### src/circle_span_rasterizer_top_defines.svh
// ----------------------------------------------------------------------------
// circle_span_rasterizer_top_defines
// assertion macros shared by the rasterizer rtl
// ----------------------------------------------------------------------------
`ifndef CIRCLE_SPAN_RASTERIZER_TOP_DEFINES_SVH
`define CIRCLE_SPAN_RASTERIZER_TOP_DEFINES_SVH

// same-cycle implication, checked outside reset
`define CSR_ASSERT_IMPL(lbl, ante, cons, msg) \
	lbl: assert property (@(posedge clk) disable iff (!arst_n) (ante) |-> (cons)) \
		else $error(msg);

// next-cycle implication, checked outside reset
`define CSR_ASSERT_NEXT(lbl, ante, cons, msg) \
	lbl: assert property (@(posedge clk) disable iff (!arst_n) (ante) |=> (cons)) \
		else $error(msg);

`endif

### src/csr_pkg.sv
// ----------------------------------------------------------------------------
// csr_pkg
// widths, register codes and types of the circle span rasterizer
// ----------------------------------------------------------------------------
`default_nettype none

package csr_pkg;

	localparam int COORD_BITS    = 12;
	localparam int OUT_BITS      = COORD_BITS + 2;
	localparam int RADIUS_BITS   = COORD_BITS - 1;
	localparam int STEP_BITS     = COORD_BITS;
	localparam int RAD_SQ_BITS   = 2 * RADIUS_BITS;
	localparam int CFG_IDX_BITS  = 2;
	localparam int CFG_DATA_BITS = COORD_BITS;

	localparam logic [CFG_IDX_BITS-1:0] REG_CENTER_X    = 2'd0;
	localparam logic [CFG_IDX_BITS-1:0] REG_CENTER_Y    = 2'd1;
	localparam logic [CFG_IDX_BITS-1:0] REG_RADIUS      = 2'd2;
	localparam logic [CFG_IDX_BITS-1:0] REG_FILL_ENABLE = 2'd3;

	// sideband that rides along the square root stages
	typedef struct packed {
		logic                       invalid;
		logic signed [OUT_BITS-1:0] base_x;
		logic signed [OUT_BITS-1:0] base_y;
	} side_t;

endpackage

`default_nettype wire

### src/circle_span_rasterizer_top.sv
// pipeline: 3 + radius bits + 1 register stages from item accept to result valid
// throughput: one item per cycle while the result is not stalled; the square root resolves one bit per stage
// a stalled result freezes the whole pipeline, nothing is dropped or repeated
// reset: valid bits and config registers clear asynchronously on arst_n low
// ----------------------------------------------------------------------------
// circle_span_rasterizer_top
// pipelined circle step: half extent by integer square root, span endpoints
// ----------------------------------------------------------------------------
`default_nettype none

`include "circle_span_rasterizer_top_defines.svh"

module circle_span_rasterizer_top (
	input  wire logic                                   clk,
	input  wire logic                                   arst_n,
	input  wire logic                                   cfg_valid,
	output      logic                                   cfg_ready,
	input  wire logic [csr_pkg::CFG_IDX_BITS-1:0]       cfg_index,
	input  wire logic [csr_pkg::CFG_DATA_BITS-1:0]      cfg_data,
	input  wire logic                                   step_valid,
	output      logic                                   step_ready,
	input  wire logic [csr_pkg::STEP_BITS-1:0]          step_offset,
	output      logic                                   out_valid,
	input  wire logic                                   out_ready,
	output      logic signed [csr_pkg::OUT_BITS-1:0]    column_x,
	output      logic signed [csr_pkg::OUT_BITS-1:0]    column_y_top,
	output      logic signed [csr_pkg::OUT_BITS-1:0]    column_y_bottom,
	output      logic signed [csr_pkg::OUT_BITS-1:0]    row_y,
	output      logic signed [csr_pkg::OUT_BITS-1:0]    row_x_left,
	output      logic signed [csr_pkg::OUT_BITS-1:0]    row_x_right,
	output      logic                                   fill_spans,
	output      logic                                   offset_invalid
);
	import csr_pkg::*;

	localparam int NR = RADIUS_BITS;

	// configuration registers
	logic [COORD_BITS-1:0]  center_x_q;
	logic [COORD_BITS-1:0]  center_y_q;
	logic [RADIUS_BITS-1:0] radius_q;
	logic                   fill_enable_q;

	logic adv;

	// stage 1: offset magnitude, range check, base coordinates
	logic                 vld_s1;
	logic [NR-1:0]        abs_off_s1;
	side_t                side_s1;
	// stage 2: squares
	logic                 vld_s2;
	logic [RAD_SQ_BITS-1:0] sq_r_s2;
	logic [RAD_SQ_BITS-1:0] sq_off_s2;
	side_t                side_s2;
	// stage 3: radicand
	logic                 vld_s3;
	logic [RAD_SQ_BITS-1:0] n_s3;
	side_t                side_s3;
	// square root stages, one result bit each
	logic                 rt_vld_s  [NR];
	logic [NR-1:0]        rt_root_s [NR];
	logic [NR+1:0]        rt_rem_s  [NR];
	logic [RAD_SQ_BITS-1:0] rt_n_s  [NR];
	side_t                rt_side_s [NR];
	// output register
	logic                   out_valid_q;
	logic signed [OUT_BITS-1:0] column_x_q, column_y_top_q, column_y_bottom_q;
	logic signed [OUT_BITS-1:0] row_y_q, row_x_left_q, row_x_right_q;
	logic                   fill_spans_q, offset_invalid_q;

	assign cfg_ready  = 1'b1;
	assign adv        = !out_valid_q || out_ready;
	assign step_ready = adv;

	always_ff @(posedge clk or negedge arst_n) begin
		if (!arst_n) begin
			center_x_q    <= '0;
			center_y_q    <= '0;
			radius_q      <= '0;
			fill_enable_q <= 1'b0;
		end else if (cfg_valid) begin
			case (cfg_index)
				REG_CENTER_X:    center_x_q    <= cfg_data[COORD_BITS-1:0];
				REG_CENTER_Y:    center_y_q    <= cfg_data[COORD_BITS-1:0];
				REG_RADIUS:      radius_q      <= cfg_data[RADIUS_BITS-1:0];
				REG_FILL_ENABLE: fill_enable_q <= cfg_data[0];
				default: ;
			endcase
		end
	end

	// ---------------- stage 1
	logic                 s1_ge;
	logic [STEP_BITS-1:0] s1_diff;
	side_t                s1_side;

	always_comb begin
		s1_ge   = step_offset >= STEP_BITS'(radius_q);
		s1_diff = s1_ge ? (step_offset - STEP_BITS'(radius_q))
		                : (STEP_BITS'(radius_q) - step_offset);
		s1_side.invalid = step_offset > {radius_q, 1'b0};
		s1_side.base_x  = OUT_BITS'(center_x_q) - OUT_BITS'(radius_q)
		                  + OUT_BITS'(step_offset);
		s1_side.base_y  = OUT_BITS'(center_y_q) - OUT_BITS'(radius_q)
		                  + OUT_BITS'(step_offset);
	end

	always_ff @(posedge clk or negedge arst_n) begin
		if (!arst_n) begin
			vld_s1 <= 1'b0;
			vld_s2 <= 1'b0;
			vld_s3 <= 1'b0;
		end else if (adv) begin
			vld_s1 <= step_valid;
			vld_s2 <= vld_s1;
			vld_s3 <= vld_s2;
		end
	end

	always_ff @(posedge clk) begin
		if (adv) begin
			// magnitude only matters on a valid step, where it stays within the radius
			abs_off_s1 <= s1_diff[NR-1:0];
			side_s1    <= s1_side;
			sq_r_s2    <= RAD_SQ_BITS'(radius_q) * RAD_SQ_BITS'(radius_q);
			sq_off_s2  <= RAD_SQ_BITS'(abs_off_s1) * RAD_SQ_BITS'(abs_off_s1);
			side_s2    <= side_s1;
			n_s3       <= sq_r_s2 - sq_off_s2;
			side_s3    <= side_s2;
		end
	end

	// ---------------- square root, restoring digit recurrence
	for (genvar k = 0; k < NR; k++) begin : g_rt
		logic                 vin;
		logic [NR-1:0]        root_in;
		logic [NR+1:0]        rem_in;
		logic [RAD_SQ_BITS-1:0] n_in;
		side_t                side_in;
		logic [NR+1:0]        rem_sh;
		logic [NR+1:0]        trial;
		logic                 take;

		if (k == 0) begin : g_first
			assign vin     = vld_s3;
			assign root_in = '0;
			assign rem_in  = '0;
			assign n_in    = n_s3;
			assign side_in = side_s3;
		end else begin : g_next
			assign vin     = rt_vld_s[k-1];
			assign root_in = rt_root_s[k-1];
			assign rem_in  = rt_rem_s[k-1];
			assign n_in    = rt_n_s[k-1];
			assign side_in = rt_side_s[k-1];
		end

		assign rem_sh = {rem_in[NR-1:0], n_in[2*(NR-1-k)+1 -: 2]};
		assign trial  = {root_in, 2'b01};
		assign take   = rem_sh >= trial;

		always_ff @(posedge clk or negedge arst_n) begin
			if (!arst_n) begin
				rt_vld_s[k] <= 1'b0;
			end else if (adv) begin
				rt_vld_s[k] <= vin;
			end
		end

		always_ff @(posedge clk) begin
			if (adv) begin
				rt_root_s[k] <= {root_in[NR-2:0], take};
				rt_rem_s[k]  <= take ? (rem_sh - trial) : rem_sh;
				rt_n_s[k]    <= n_in;
				rt_side_s[k] <= side_in;
			end
		end
	end

	// ---------------- rounding and endpoints
	logic [NR-1:0]   fin_root;
	logic [NR+1:0]   fin_rem;
	side_t           fin_side;
	logic            fin_up;
	logic [NR:0]     fin_h;
	logic signed [OUT_BITS-1:0] fin_hx;

	always_comb begin
		fin_root = rt_root_s[NR-1];
		fin_rem  = rt_rem_s[NR-1];
		fin_side = rt_side_s[NR-1];
		// n - s*s > s means sqrt(n) lies above s + 1/2
		fin_up   = fin_rem > (NR+2)'(fin_root);
		fin_h    = (NR+1)'(fin_root) + (NR+1)'(fin_up);
		fin_hx   = OUT_BITS'(fin_h);
	end

	always_ff @(posedge clk or negedge arst_n) begin
		if (!arst_n) begin
			out_valid_q <= 1'b0;
		end else if (adv) begin
			out_valid_q <= rt_vld_s[NR-1];
		end
	end

	always_ff @(posedge clk) begin
		if (adv) begin
			if (fin_side.invalid) begin
				column_x_q        <= '0;
				column_y_top_q    <= '0;
				column_y_bottom_q <= '0;
				row_y_q           <= '0;
				row_x_left_q      <= '0;
				row_x_right_q     <= '0;
				fill_spans_q      <= 1'b0;
				offset_invalid_q  <= 1'b1;
			end else begin
				column_x_q        <= fin_side.base_x;
				column_y_top_q    <= OUT_BITS'(center_y_q) - fin_hx;
				column_y_bottom_q <= OUT_BITS'(center_y_q) + fin_hx;
				row_y_q           <= fin_side.base_y;
				row_x_left_q      <= OUT_BITS'(center_x_q) - fin_hx;
				row_x_right_q     <= OUT_BITS'(center_x_q) + fin_hx;
				fill_spans_q      <= fill_enable_q;
				offset_invalid_q  <= 1'b0;
			end
		end
	end

	assign out_valid       = out_valid_q;
	assign column_x        = column_x_q;
	assign column_y_top    = column_y_top_q;
	assign column_y_bottom = column_y_bottom_q;
	assign row_y           = row_y_q;
	assign row_x_left      = row_x_left_q;
	assign row_x_right     = row_x_right_q;
	assign fill_spans      = fill_spans_q;
	assign offset_invalid  = offset_invalid_q;

	// ---------------- checks
	`CSR_ASSERT_IMPL(a_stall_blocks_input, out_valid && !out_ready, !step_ready,
		"input taken while result stalled")
	`CSR_ASSERT_IMPL(a_invalid_zeroed, out_valid && offset_invalid,
		!fill_spans && column_x == '0 && row_x_right == '0,
		"invalid step carries nonzero result")
	`CSR_ASSERT_IMPL(a_spans_match, out_valid && !offset_invalid,
		(column_y_bottom - column_y_top) == (row_x_right - row_x_left),
		"column and row spans differ")

endmodule

`default_nettype wire

### config.mk
export PLATFORM = sky130hd
export DESIGN_NAME = circle_span_rasterizer_top
export DESIGN_NICKNAME = d
export VERILOG_FILES = /design/src/csr_pkg.sv /design/src/circle_span_rasterizer_top.sv
export VERILOG_INCLUDE_DIRS = /design/src /design/src/src
export SDC_FILE = /design/constraint.sdc
export NUM_CORES = 2
export LEC_CHECK = 0
export BUFFER_PORTS_ARGS = -buffer_cell sky130_fd_sc_hd__buf_2
export CORE_UTILIZATION = 40
export DETAILED_ROUTE_END_ITERATION = 16
export GPL_TIMING_DRIVEN = 0
export PLACE_DENSITY = 0.58
export SYNTH_ARGS = -nofsm -noshare
export SYNTH_HDL_FRONTEND = slang
export SYNTH_SLANG_ARGS = --single-unit
### constraint.sdc
create_clock -name clk -period 30 [get_ports clk]
set_input_delay 3 -clock clk [delete_from_list [all_inputs] [get_ports clk]]
set_output_delay 3 -clock clk [all_outputs]
set_load 0.02 [all_outputs]
==> flow_summary.toml <==
[drt]
wl_met3_um = 4080
wire_per_inst_um = 15.8
met2_length_um = 37200
routed.top_layer = "met4"
remaining_drc_errors = 0
num_vias = 25200
wl_met1_um = 38500
drtIter0Drc = 1734
vias_per_cell = 4.86
detail-route-antenna-nets = 0
drt-total-wl_um = 81800
drt-pass1-iter-count = 5

[timing]
worst_slack_ns = 21.33
tightest_slew_ns = 1.05
max_slew_margin_pct = 30.1
period_share_pct = 28.9
setup_viol = 0
maxSlewViolCount = 0
period_minus_slack_ns = 8.67
fmax_mhz = 115
rsz0062_at_grt = "no"
hold_violations = 0
clock-skew-final_ns = 0.0702

[floorplanning]
io_pins = 120
initial_utilization_pct = 40.3
coreArea_um2 = 112000
dieHeight_um = 338
rows = 123
fp.dieW_um = 338
fp.dieArea_um2 = 115000

[place]
portBuffers = 116
place_area_um2 = 48000
gp_congestion = 0.876
pre_cts_slack_ns = 21.27
place_hpwl_um = 59300

[synth]
yosys_most_used_dff = "edfxtp_1"
synth_area_leaders = "edfxtp_1, ha_1, fa_1"
synthesis.area_um2 = 45300
synth_seq_cells = 902
synth_top_area_share_pct = 56.4
yosysWarnings = 0
seq_area_frac_synth_pct = 59.2
yosys-top-cells-count = "edfxtp_1, inv_1, ha_1"
synth_edf_count = 851
netlist_instances = 3372
avgSynthCellArea_um2 = 13.4
ys_async_sr_fraction_pct = 5.65
yosysMostFrequentCell = "edfxtp_1"
yosys.area.top_type = "edfxtp_1"
yosysUniqueCellTypes = 72

[clocking]
clock_path_buffers = 3
clk_pin_slew_ns = 0.06
post_cts_buffers = 0
cts-resized-gates = 0
cts_hold_buf = 0
tritoncts = "yes"
cts_root_buffer = "clkbuf_16"
cts-htree-levels = 3
insertion_delay_ns = 0.67
cts.sinks = 902
cts_buffers = 91

[worst_setup_path]
cp-start-kind = "input pin"
endpoint_kind = "output pin"
setup.worst_path.class = "in2out"
cp_max_fo = 141
reg2reg_depth = 17
arrival_ns = 5.67
cp.required_ns = 27.00

[cells_and_area]
final_nets = 4100
final_area_um2 = 51100
drive_gt1_share_pct = 10.3
syn_to_final_growth_pct = 12.8
fillers = 10100
multi_input_area_um2 = 16700
regArea_um2 = 26800

[grt]
grt_overflow = 0
grt_use_total_pct = 14.5
grt_max_degree = 142
antenna_found_initial = 10
grt_pass1_vias = 25100
grt_first_pass_wirelength_um = 132000

[hold_path]
hold_class = "reg2reg"
hold-path-cell-count = 0

[flow_run]
cap_violations = 0

[outcome]
status = "finished clean"
[worst paths after layout]
path | from | end | slack, ns
min in group asynchronous | arst_n | fill_enable_q$_DFFE_PN0P_ | 2.36
worst min-delay path | rt_n_s[5][3]$_DFFE_PP_ | rt_n_s[6][3]$_DFFE_PP_ | 0.39
worst min register to register | rt_n_s[5][3]$_DFFE_PP_ | rt_n_s[6][3]$_DFFE_PP_ | 0.39
max in group asynchronous | arst_n | g_rt[10].vin$_DFFE_PN0P_ | 27.01
worst max register to register | radius_q[10]$_DFFE_PN0P_ | sq_r_s2[20]$_DFFE_PP_ | 23.95
worst max-delay path | out_ready | step_ready | 21.33
[area by class of cell]
class	instances	area share [%]
antenna	8	0.0392
buffer	66	0.561
clock buffer	116	4.88
clock inverter	53	1.23
inverter	404	2.98
multi-input combinational	2002	32.6
sequential	902	52.5
tap	1500	3.67
timing repair buffer	123	1.52
[per-stage QoR]
step	cells	util [%]	TNS (ns)	hold slack [ns]
floorplan	3374	-	0	0.400
global placement	4990	42.5	-2.02	0.400
detailed placement	4997	42.7	0	0.405
CTS	5166	45.5	0	0.391
global route	5167	45.5	0	0.398
finish	5174	45.5	0	0.390
[state kept, by name, summed over array words and instances (netlist names), 12 cells and up]
signal	flops
rt_side_s	319
column_y_bottom	12
rt_rem_s	114
column_y_top	13
center_x_q	12
side_s1	29
row_y	14
center_y_q	12
rt_root_s	66
rt_n_s	110
g_rt.n_in	22
g_rt.side_in	29
row_x_right	12
column_x	14
sq_off_s2	21
side_s2	29
row_x_left	13
sq_r_s2	21
[worst max-delay path, cell delays in order]
cell and delay [ns]:
buf_2 0.09, nor2b_1 0.09, clkbuf_1 0.30, clkbuf_1 0.55
inv_8 0.38, buf_16 0.41, buf_16 0.32, buf_2 0.26
[cell usage in the layout, fill, tap and decap left out, drive strengths merged, types with 16 or more instances in the layout]
cell type,synthesis,routed
o31ai,21,21
a211oi,21,21
o21bai,24,24
mux2,79,79
xnor2,153,153
xor2,68,68
o21a,50,50
dfrtp,51,51
ha,341,341
nand2b,27,27
nand2,151,151
fa,138,138
o21ai,124,124
nand3,30,30
buf,16,139
nand4,16,16
and2,36,36
nor2,189,189
nor3,65,65
inv,400,403
clkbuf,50,166
edfxtp,851,851
a21o,61,61
a21oi,160,160
nor2b,74,74
nor4,18,18
clkinv,4,40
[cells by family after synthesis]
group,after synthesis,synth area share (%)
other,2,0.0166
adder cells (fa/ha/maj),479,15.5
multiplexers,89,2.19
flip-flops,902,59.2
XOR/XNOR,221,4.27
AO/OA/AOI/OAI,538,7.52
buffers and inverters,470,3.98
AND/OR/NAND/NOR,671,7.26
[layer usage]
| layer | vias to the layer above | GRT usage, % |
|---|---|---|
| li1 | 12400 | - |
| met3 | 124 | 2.66 |
| met1 | 12200 | 20.1 |
| met5 | - | 0 |
| met4 | 0 | 4.82 |
| met2 | 443 | 23.0 |
Power is not shown: default switching activity piles up to over one toggle a cycle in this logic, so the estimate is an artifact.
